**src/sv/assert_macros.svh**
```systemverilog
// ---------------------------------------------------------------------------
// Assertion macros
// Shared concurrent assertion forms for the RSI stream block.
// ---------------------------------------------------------------------------
`ifndef ASSERT_MACROS_SVH
`define ASSERT_MACROS_SVH

// same-cycle implication
`define WRSI_ASSERT_IMP(label, clk, rst, ante, cons) \
   label: assert property (@(posedge clk) disable iff (rst) (ante) |-> (cons)) \
      else $error("wilder_rsi_stream: assertion failed");

// next-cycle implication
`define WRSI_ASSERT_NXT(label, clk, rst, ante, cons) \
   label: assert property (@(posedge clk) disable iff (rst) (ante) |=> (cons)) \
      else $error("wilder_rsi_stream: assertion failed");

`endif

```
**src/sv/wrsi_pkg.sv**
```systemverilog
// ---------------------------------------------------------------------------
// RSI stream package
// Fixed widths and constants of the Wilder RSI block.
// ---------------------------------------------------------------------------
package wrsi_pkg;

   localparam int PERIOD_W    = 8;
   localparam int SEEN_W      = 9;
   localparam int IN_DATA_W   = 32;
   localparam int OUT_DATA_W  = 24;
   localparam int RSI_W       = 23;
   localparam int RSI_FRAC    = 16;
   localparam int SCALE_W     = 7;

   localparam logic [PERIOD_W-1:0] PERIOD_RESET = 8'd14;
   localparam logic [PERIOD_W-1:0] PERIOD_MIN   = 8'd1;
   localparam logic [SCALE_W-1:0]  RSI_SCALE    = 7'd100;
   localparam logic [RSI_W-1:0]    RSI_FULL     = 23'd6553600;

endpackage

```
**src/sv/wrsi_div.sv**
```systemverilog
// ---------------------------------------------------------------------------
// RSI radix-2 divider
// Restoring divider, one quotient bit per cycle, dividend taken MSB first.
// ---------------------------------------------------------------------------
module wrsi_div #(
   parameter int NUM_W  = 71,
   parameter int DEN_W  = 49,
   parameter int QUO_W  = 48,
   parameter int STEP_W = 7
) (
   input  logic              clock,
   input  logic              reset,
   input  logic              start,
   input  logic [NUM_W-1:0]  dividend,
   input  logic [DEN_W-1:0]  divisor,
   input  logic [STEP_W-1:0] steps,
   output logic              done,
   output logic [QUO_W-1:0]  quotient
);

   logic              busy_ff;
   logic              done_ff;
   logic [STEP_W-1:0] cnt_ff;
   logic [NUM_W-1:0]  dvd_ff;
   logic [DEN_W-1:0]  dsr_ff;
   logic [DEN_W-1:0]  rem_ff;
   logic [QUO_W-1:0]  quo_ff;

   logic [DEN_W:0]    trial;
   logic [DEN_W:0]    diff;
   logic              fits;

   assign trial = {rem_ff, dvd_ff[NUM_W-1]};
   assign diff  = trial - {1'b0, dsr_ff};
   assign fits  = trial >= {1'b0, dsr_ff};

   always_ff @(posedge clock) begin
      if (reset) begin
         busy_ff <= 1'b0;
         done_ff <= 1'b0;
         cnt_ff  <= '0;
      end else begin
         done_ff <= 1'b0;
         if (start) begin
            busy_ff <= 1'b1;
            cnt_ff  <= steps;
         end else if (busy_ff) begin
            cnt_ff <= cnt_ff - 1'b1;
            if (cnt_ff == STEP_W'(1)) begin
               busy_ff <= 1'b0;
               done_ff <= 1'b1;
            end
         end
      end
   end

   always_ff @(posedge clock) begin
      if (start) begin
         dvd_ff <= dividend;
         dsr_ff <= divisor;
         rem_ff <= '0;
         quo_ff <= '0;
      end else if (busy_ff) begin
         dvd_ff <= dvd_ff << 1;
         rem_ff <= fits ? diff[DEN_W-1:0] : trial[DEN_W-1:0];
         quo_ff <= {quo_ff[QUO_W-2:0], fits};
      end
   end

   assign done     = done_ff;
   assign quotient = quo_ff;

endmodule

```
**src/sv/wilder_rsi_stream.sv**
```systemverilog
// ---------------------------------------------------------------------------
// Wilder RSI stream
// Relative strength index with Wilder smoothing over a stream of prices.
// ---------------------------------------------------------------------------
// Input words carry a price on req_tdata and a series start flag on
// req_tuser; each accepted word yields exactly one output word. rsp_tuser is
// set once warm-up is over and rsp_tdata then holds the RSI (0..100, 16
// fraction bits), otherwise rsp_tdata is zero.
// The smoothing period is written through csr_wr_en/csr_wr_data; the user must
// write it only while idle; the block does not enforce it. A write closes the
// open series, and zero is taken as one. A series start or an ordinary warm-up
// word goes via ST_EMIT to the output register; the word that ends warm-up
// first divides its gain and loss sums by the period, a smoothed word divides
// the new numerators by the period and then forms the ratio unless the average
// loss is zero. One shared divider does all these, one quotient bit per cycle.
// req_tready is low while a word is in work; one word at a time.
// A finished word waits in the output register while the receiver stalls;
// the next input word is taken meanwhile but held before its result.
// Reset is synchronous: period returns to 14 and no series is open.
// ---------------------------------------------------------------------------
`include "assert_macros.svh"

module wilder_rsi_stream #(
   parameter int PRICE_BITS = 32,
   parameter int FRAC_BITS  = 16
) (
   input  logic                               clock,
   input  logic                               reset,
   input  logic                               req_tvalid,
   output logic                               req_tready,
   input  logic [wrsi_pkg::IN_DATA_W-1:0]     req_tdata,   // price
   input  logic [0:0]                         req_tuser,   // start_req
   output logic                               rsp_tvalid,
   input  logic                               rsp_tready,
   output logic [wrsi_pkg::OUT_DATA_W-1:0]    rsp_tdata,   // rsi_value, zero pad
   output logic [0:0]                         rsp_tuser,   // valid_res
   input  logic                               csr_wr_en,
   input  logic [wrsi_pkg::PERIOD_W-1:0]      csr_wr_data  // period
);

   import wrsi_pkg::*;

   localparam int PW      = (PRICE_BITS < IN_DATA_W) ? PRICE_BITS : IN_DATA_W;
   localparam int AVG_RAW = PRICE_BITS + FRAC_BITS;
   localparam int AVG_W   = (AVG_RAW < 64) ? AVG_RAW : 64;
   localparam int NUM_W   = (AVG_W + PERIOD_W < 64) ? AVG_W + PERIOD_W : 64;
   localparam int DEN_W   = (AVG_W + 1 < 64) ? AVG_W + 1 : 64;
   localparam int DIVN_W  = AVG_W + SCALE_W + RSI_FRAC;
   localparam int ALIGN   = DIVN_W - NUM_W;
   localparam int STEP_W  = $clog2(DIVN_W + 1);

   typedef enum logic [2:0] {
      ST_IDLE,
      ST_LD_G,
      ST_WT_G,
      ST_LD_L,
      ST_WT_L,
      ST_LD_R,
      ST_WT_R,
      ST_EMIT
   } state_type;

   state_type           state_ff;
   logic [PERIOD_W-1:0] period_ff;
   logic [SEEN_W-1:0]   seen_ff;
   logic                smooth_ff;
   logic [PW-1:0]       last_ff;
   logic [PW-1:0]       up_ff;
   logic [PW-1:0]       dn_ff;
   logic [AVG_W-1:0]    gain_ff;
   logic [AVG_W-1:0]    loss_ff;
   logic [RSI_W-1:0]    res_rsi_ff;
   logic                res_ok_ff;
   logic                rsp_valid_ff;
   logic [RSI_W-1:0]    rsp_rsi_ff;
   logic                rsp_ok_ff;

   logic [PW-1:0]               price;
   logic                        start_req;
   logic [PW-1:0]               up_move;
   logic [PW-1:0]               dn_move;
   logic [PERIOD_W-1:0]         pm1;
   logic [AVG_W-1:0]            src_avg;
   logic [PW-1:0]               src_move;
   logic [AVG_W+PERIOD_W-1:0]   smooth_prod;
   logic [NUM_W-1:0]            num_in;
   logic [AVG_W+SCALE_W-1:0]    rsi_prod;
   logic [DEN_W-1:0]            dsum;
   logic                        rsi_full;
   logic                        accept;
   logic                        div_start;
   logic                        div_done;
   logic [DIVN_W-1:0]           div_dividend;
   logic [DEN_W-1:0]            div_divisor;
   logic [STEP_W-1:0]           div_steps;
   logic [AVG_W-1:0]            div_quotient;

   assign price     = req_tdata[PW-1:0];
   assign start_req = req_tuser[0];
   assign up_move   = (price > last_ff) ? price - last_ff : '0;
   assign dn_move   = (price < last_ff) ? last_ff - price : '0;
   assign pm1       = period_ff - 1'b1;

   assign src_avg     = (state_ff == ST_LD_L) ? loss_ff : gain_ff;
   assign src_move    = (state_ff == ST_LD_L) ? dn_ff : up_ff;
   assign smooth_prod = src_avg * pm1;
   assign num_in      = smooth_ff
                        ? NUM_W'(smooth_prod) + (NUM_W'(src_move) << FRAC_BITS)
                        : NUM_W'(src_avg) << FRAC_BITS;

   assign rsi_prod = gain_ff * RSI_SCALE;
   assign dsum     = DEN_W'(gain_ff) + DEN_W'(loss_ff);
   assign rsi_full = (loss_ff == '0) || (dsum == '0);

   assign accept     = req_tvalid && req_tready;
   assign req_tready = (state_ff == ST_IDLE);

   assign div_start    = (state_ff == ST_LD_G) || (state_ff == ST_LD_L) ||
                         ((state_ff == ST_LD_R) && !rsi_full);
   assign div_dividend = (state_ff == ST_LD_R) ? DIVN_W'(rsi_prod) << RSI_FRAC
                                               : DIVN_W'(num_in) << ALIGN;
   assign div_divisor  = (state_ff == ST_LD_R) ? dsum : DEN_W'(period_ff);
   assign div_steps    = (state_ff == ST_LD_R) ? STEP_W'(DIVN_W) : STEP_W'(NUM_W);

   wrsi_div #(
      .NUM_W  (DIVN_W),
      .DEN_W  (DEN_W),
      .QUO_W  (AVG_W),
      .STEP_W (STEP_W)
   ) u_div (
      .clock    (clock),
      .reset    (reset),
      .start    (div_start),
      .dividend (div_dividend),
      .divisor  (div_divisor),
      .steps    (div_steps),
      .done     (div_done),
      .quotient (div_quotient)
   );

   always_ff @(posedge clock) begin
      if (reset) begin
         state_ff     <= ST_IDLE;
         period_ff    <= PERIOD_RESET;
         seen_ff      <= '0;
         rsp_valid_ff <= 1'b0;
      end else begin
         if (csr_wr_en) begin
            period_ff <= (csr_wr_data == '0) ? PERIOD_MIN : csr_wr_data;
            seen_ff   <= '0;
         end
         if (rsp_tready && state_ff != ST_EMIT) begin
            rsp_valid_ff <= 1'b0;
         end
         unique case (state_ff)
            ST_IDLE: begin
               if (accept) begin
                  last_ff    <= price;
                  up_ff      <= up_move;
                  dn_ff      <= dn_move;
                  res_rsi_ff <= '0;
                  res_ok_ff  <= 1'b0;
                  if (start_req || seen_ff == '0) begin
                     gain_ff  <= '0;
                     loss_ff  <= '0;
                     seen_ff  <= SEEN_W'(1);
                     state_ff <= ST_EMIT;
                  end else if (seen_ff <= SEEN_W'(period_ff)) begin
                     gain_ff   <= gain_ff + AVG_W'(up_move);
                     loss_ff   <= loss_ff + AVG_W'(dn_move);
                     seen_ff   <= seen_ff + 1'b1;
                     smooth_ff <= 1'b0;
                     state_ff  <= (seen_ff == SEEN_W'(period_ff)) ? ST_LD_G : ST_EMIT;
                  end else begin
                     smooth_ff <= 1'b1;
                     state_ff  <= ST_LD_G;
                  end
               end
            end
            ST_LD_G: begin
               state_ff <= ST_WT_G;
            end
            ST_WT_G: begin
               if (div_done) begin
                  gain_ff  <= div_quotient;
                  state_ff <= ST_LD_L;
               end
            end
            ST_LD_L: begin
               state_ff <= ST_WT_L;
            end
            ST_WT_L: begin
               if (div_done) begin
                  loss_ff  <= div_quotient;
                  state_ff <= smooth_ff ? ST_LD_R : ST_EMIT;
               end
            end
            ST_LD_R: begin
               res_ok_ff <= 1'b1;
               if (rsi_full) begin
                  res_rsi_ff <= RSI_FULL;
                  state_ff   <= ST_EMIT;
               end else begin
                  state_ff <= ST_WT_R;
               end
            end
            ST_WT_R: begin
               if (div_done) begin
                  res_rsi_ff <= div_quotient[RSI_W-1:0];
                  state_ff   <= ST_EMIT;
               end
            end
            ST_EMIT: begin
               if (!rsp_valid_ff || rsp_tready) begin
                  rsp_valid_ff <= 1'b1;
                  rsp_rsi_ff   <= res_rsi_ff;
                  rsp_ok_ff    <= res_ok_ff;
                  state_ff     <= ST_IDLE;
               end
            end
            default: begin
               state_ff <= ST_IDLE;
            end
         endcase
      end
   end

   assign rsp_tvalid = rsp_valid_ff;
   assign rsp_tdata  = {{(OUT_DATA_W-RSI_W){1'b0}}, rsp_rsi_ff};
   assign rsp_tuser  = rsp_ok_ff;

   `WRSI_ASSERT_IMP(a_invalid_word_zero, clock, reset, rsp_tvalid && !rsp_tuser[0], rsp_tdata == '0)
   `WRSI_ASSERT_NXT(a_busy_after_accept, clock, reset, accept, !req_tready)
   `WRSI_ASSERT_IMP(a_seen_bounded, clock, reset, 1'b1, seen_ff <= SEEN_W'(period_ff) + 1'b1)

endmodule

```
**config.mk**
```make
export PLATFORM = sky130hd
export DESIGN_NAME = wilder_rsi_stream
export DESIGN_NICKNAME = d
export VERILOG_FILES = /design/src/sv/wrsi_pkg.sv /design/src/sv/wrsi_div.sv /design/src/sv/wilder_rsi_stream.sv
export VERILOG_INCLUDE_DIRS = /design/src /design/src/sv
export SDC_FILE = /design/constraint.sdc
export NUM_CORES = 2
export LEC_CHECK = 0
export BUFFER_PORTS_ARGS = -buffer_cell sky130_fd_sc_hd__buf_2
export CORE_AREA = 5 5 300 302
export DETAILED_ROUTE_END_ITERATION = 8
export DIE_AREA = 0 0 305 307
export PLACE_DENSITY = 0.73
export REMOVE_ABC_BUFFERS = 1
export SLEW_MARGIN = 20
export SYNTH_ARGS = -nofsm -noshare
export SYNTH_HDL_FRONTEND = slang
export SYNTH_SLANG_ARGS = --single-unit
```
**constraint.sdc**
```tcl
create_clock -name clock -period 15.1 [get_ports clock]
set_input_delay 2.265 -clock clock [delete_from_list [all_inputs] [get_ports clock]]
set_output_delay 2.265 -clock clock [all_outputs]
set_load 0.02 [all_outputs]
```
# Word level (Yosys, flattened, before mapping)
# Index checks and enable logic that the tools add are counted.
[totals]
elab_cells = 140
reg_bits = 488
output_inout_bits = 27
inputBits = 46
[classes]
multipliers = 2
eq_ne = 17
add_sub_neg = 10
bitwise = 3
muxes = 53
n_lt_le_gt_ge = 4
n_reduce_logical = 29
[op_table]
columns = ["op", "n"]
rows = [
  ["$mux W48", 8],
  ["$mux W71", 3],
  ["$pmux W48 S2", 2],
  ["$add A48 B32 Y48", 2],
  ["$mux W32", 3],
  ["$mux W23", 3],
  ["$pmux W23 S3", 1],
  ["$sub A32 B32 Y32", 2],
  ["$add A56 B48 Y56", 1],
  ["$mul A48 B8 Y56", 1],
  ["$mux W56", 1],
  ["$mul A48 B5 Y53 const B", 1],
  ["$ge A50 B49 Y1", 1],
  ["$add A48 B48 Y49", 1],
  ["$logic_not A49 Y1", 1],
  ["$mux W49", 1],
  ["$sub A49 B49 Y49", 1],
  ["$logic_not A48 Y1", 1],
  ["$mux W9", 5],
  ["$gt A32 B32 Y1", 1],
  ["$lt A32 B32 Y1", 1],
  ["$mux W3", 8],
  ["$pmux W3 S8", 1],
  ["$mux W7", 3],
  ["30 further kinds", 65],
]

# Depth between registers and ports, before layout
[depth]
word_depth = 7
depth_mapped = 31
ltp_nobuf = 29

# Modules after synthesis
# A second synthesis with hierarchy kept.
[hier_totals]
cells_unflattened = 6009
area_unflattened_um2 = 52680.5
[modules_own_cells]
columns = ["mod", "cells_per_inst", "instances", "seq_area_each_um2", "area_per_inst_um2"]
rows = [
  ["wilder_rsi_stream", 4875, 1, 7657.3, 40811.6],
  ["wrsi_div", 1134, 1, 5725.5, 11868.9],
]

# Worst setup path after synthesis
# No wires, ideal clock.
[synth_path]
path_type = "input-to-reg"
startpoint = "input port req_tdata[0] (netlist name)"
endpoint = "register loss_ff[36] (data pin)"
path_buffers = 2
cell_stages = 30
arrival_time_ns = 8.854
required_ns = 14.844
path_slack_ns = 5.989
cell_sequence = "inv_1 -> ha_1 -> inv_1 -> fa_1 -> a21o_1 -> a21oi_1 -> o21bai_1 -> a21oi_1 -> o21ai_0 -> a2111oi_0 -> nor2_1 -> a211oi_1 -> a31oi_1 -> a311o_1 -> clkbuf_1 -> clkbuf_1 -> nor2_1 -> ha_1 -> a21o_1 -> a21o_1 -> a2111o_1 -> a31oi_1 -> o21ai_1 -> a311o_1 -> a221oi_2 -> o2111ai_1 -> a311oi_2 -> nor3b_1 -> xor2_1 -> a22o_1"
[synth_between]
elab_chain_len = 7
[synth_lines]
columns = ["item", "line_no", "rtl"]
rows = [
  ["start, declared", "wilder_rsi_stream.sv:31", "input logic [wrsi_pkg::IN_DATA_W-1:0] req_tdata,"],
  ["$sub A32 B32 Y32 or $lt A32 B32 Y1 (tied branches)", "wilder_rsi_stream.sv:101", "assign dn_move = (price < last_ff) ? last_ff - price : '0;"],
  ["$mux W32 *", "wilder_rsi_stream.sv:101", ""],
  ["via dn_move[2]", "wilder_rsi_stream.sv:81", "logic [PW-1:0] dn_move;"],
  ["$add A48 B32 Y48 *", "wilder_rsi_stream.sv:170", "loss_ff <= loss_ff + AVG_W'(dn_move);"],
  ["$mux W48 *", "wilder_rsi_stream.sv:168", "end else if (seen_ff <= SEEN_W'(period_ff)) begin"],
  ["$mux W48 *", "wilder_rsi_stream.sv:163", "if (start_req || seen_ff == '0) begin"],
  ["$mux W48 *", "wilder_rsi_stream.sv:157", "if (accept) begin"],
  ["$pmux W48 S2 *", "wilder_rsi_stream.sv:155", "unique case (state_ff)"],
  ["end signal, assigned", "wilder_rsi_stream.sv:170", ""],
  ["end signal, assigned", "wilder_rsi_stream.sv:194", "loss_ff <= div_quotient;"],
  ["end, declared", "wilder_rsi_stream.sv:71", "logic [AVG_W-1:0] loss_ff;"],
]
# The timed path passes the listed nets; every way through them passes the cells marked *. The select of a mux whose other input is x is not followed.
# A chain may end at the register's enable or synchronous reset.

# Worst setup path in the final report
[layout_path]
startpoint = "input port req_tdata[0] (netlist name)"
endpoint = "register loss_ff[41] (data pin)"
# Same word-level chain as after synthesis.

==> run metrics <==
most common cell in the netlist=inv_1; critical path peak fanout=34; Tot GR Track Use=0.316; Clock Path Buffers=3; core area=~87000 sq um; nets=about 6700; post-synth top area cell=edfxtp_1; max cap viols=0; Synth cell types=100; Ports=73; Max Clock Freq=0.0945 GHz; DRC=0; first-pass GRT wire length=236 mm; crit start category=input port; fillcell total=about 7500; DP Area=53100 sq um; detailed placement HPWL=around 120 mm; critical path class=in2reg; final instance area=around 55000 sq um; Rows=roughly 110; layout cells sized above 1=0.0769; vias post-DR=roughly 43000; average via count per standard cell=6.12; initial antenna violation count=3; die footprint=93600 sq um; postcts setup bufs=0; remaining antenna violation count=0; Mapped Cells=~5800; DRT Pass-1 Iters=6; status=finished, final reports clean; min Tclk post-route=roughly 11 ns; Synth Register Bits=between 400 and 500; post-synthesis sequential area ratio=0.250; RSZ-0062 raised after global routing=false; Initial DRC Count=approximately 3700; Top cell by count, worst path=a21o_1; insertion delay to the later sink of the worst-skew pair=around 0.70 ns; area share of the largest cell type after synthesis=0.201; CTS tree=done; ant diodes=0; max_slew headroom=0.215; YS warnings=0; ys flop type=edfxtp_1; multi-input logic area=between 30000 and 40000 sq um; top post-synthesis cells by count=inv_1, nor2_1, ha_1; die width=~310 microns; Slew Viols, Final=0; Final period util=0.701; register area=about 13000 sq um; Worst-path clk slew=around 0.070 ns; die height=307 microns; Post-CTS Hold Buffers=0; gpl congestion=between 0.9 and 1; Congestion Overflow GR=0; Buffers on Ports=71; Synth Cell Area=around 52000 sq um; largest net degree at the start of global routing=110; Final setup violation count=0; number of synthesized flops with an enable pin=between 300 and 400; clk sink count=~470; Post-synth ARST share=0; CTS resizes=0; post-route setup TNS=0 ns; Crit path largest cell delay=between 0.7 and 0.8 ns; Crit-path slowest cell=o311ai_0; CP endpoint kind=flop; H-tree Lvls=2; top post-synthesis cells by area=edfxtp_1, fa_1, ha_1, inv_1, nor2_1; area growth from synthesis to layout=6.69%; worst hold path class=reg2reg; clock tree root driver cell=clkbuf_16; Routed Wire Length=150 mm; Fin. Hold Viols=0; wire length per cell=between 20 and 25 microns; total CTS buffers=57; slew of the pin with the lowest slew margin=about 1.2 ns; worst clock skew=0.0654 ns; Crit path required time=about 16 ns; Starting Density=0.591; vias in the first global route=between 40000 and 50000; Avg Inst Size Synth=8.84 sq um; WP data arrival=11.03 ns
-- metrics by stage --
step,util,setup WS [ns],cells,hold slack [ns]
finish,0.631,4.52,7018,0.419
global route,0.631,4.17,7018,0.425
CTS,0.631,4.86,7018,0.420
detailed placement,0.608,4.14,6910,0.405
global placement,0.608,4.41,6910,0.403
floorplan,-,4.80,5612,0.400
-- state kept, by name, indices dropped and copies added, names as in the netlist, 32 cells and up --
signal and count:
gain_ff 48, last_ff 32, u_div.quotient 48, up_ff 32
dn_ff 32, u_div.rem_ff 49, u_div.dvd_ff 56, loss_ff 48
u_div.dsr_ff 49
-- per-layer routing --
layer,part of all wire,global-route usage
met1,0.41,0.418
met2,0.46,0.518
met3,0.086,0.0555
met4,0.049,0.129
met5,0,0
-- cells by family (layout without fill, tap and decap cells) --
logic type / count (synthesis) / after routing / synth area share
compound gates: 1334 / 1334 / 0.174
xor+xnor: 315 / 315 / 0.0534
fa+ha+maj: 831 / 831 / 0.253
buf+inv: 1054 / 1064 / 0.0785
flops: 473 / 473 / 0.250
mux: 199 / 199 / 0.0430
other cells: 1 / 1 / 0.0000726
simple gates: 1636 / 1636 / 0.148
-- layout by cell type, fill, tap and decap left out, drive strengths merged, types with 34 or more instances in the layout --
cell    netlist  routed
edfxtp      346     346
o31ai        34      34
nand4        65      65
a21o        188     188
o21bai       60      60
mux2i       150     150
clkbuf      193      79
o21a         47      47
nor2b        40      40
xor2        129     129
or2         103     103
nor3         65      65
mux2         49      49
fa          358     358
o211ai       53      53
nand2       319     319
a22o         66      66
and2         55      55
nand3        71      71
and3         57      57
buf          38     133
dfxtp       127     127
nor2        701     701
nand2b       58      58
a211oi       75      75
inv         821     827
a21oi       358     358
o21ai       232     232
ha          473     473
xnor2       186     186
-- critical path, delay by kind of cell --
kind / cells / cell delay [ns]
buf+inv: 4 / 0.47
simple gates: 4 / 0.70
fa+ha+maj: 3 / 0.85
compound gates: 18 / 6.53
xor+xnor: 1 / 0.16
-- cell type report --
type	count	area share
clock buffers	79	0.0298
clock inverters	29	0.00647
inverters	823	0.0562
multi-input cells	4316	0.632
flip-flops and latches	473	0.235
well taps	1165	0.0264
repair buffers	133	0.0149
-- path summary, 6_finish.rpt --
| check | startpoint | endpoint | slack (ns) | cells past startpoint |
|---|---|---|---|---|
| worst max-delay path | req_tdata[0] | loss_ff[41] | 4.52 | 30 |
| worst min-delay path | res_rsi_ff[16] | rsp_rsi_ff[16] | 0.42 | 0 |
| worst max register to register | state_ff[2] | u_div.dvd_ff[70] | 5.21 | 24 |
| worst min register to register | res_rsi_ff[16] | rsp_rsi_ff[16] | 0.42 | 0 |
Power is left out: the tool's default activity adds up to more than one toggle a clock period on the data nets, which glitch-free logic cannot reach.
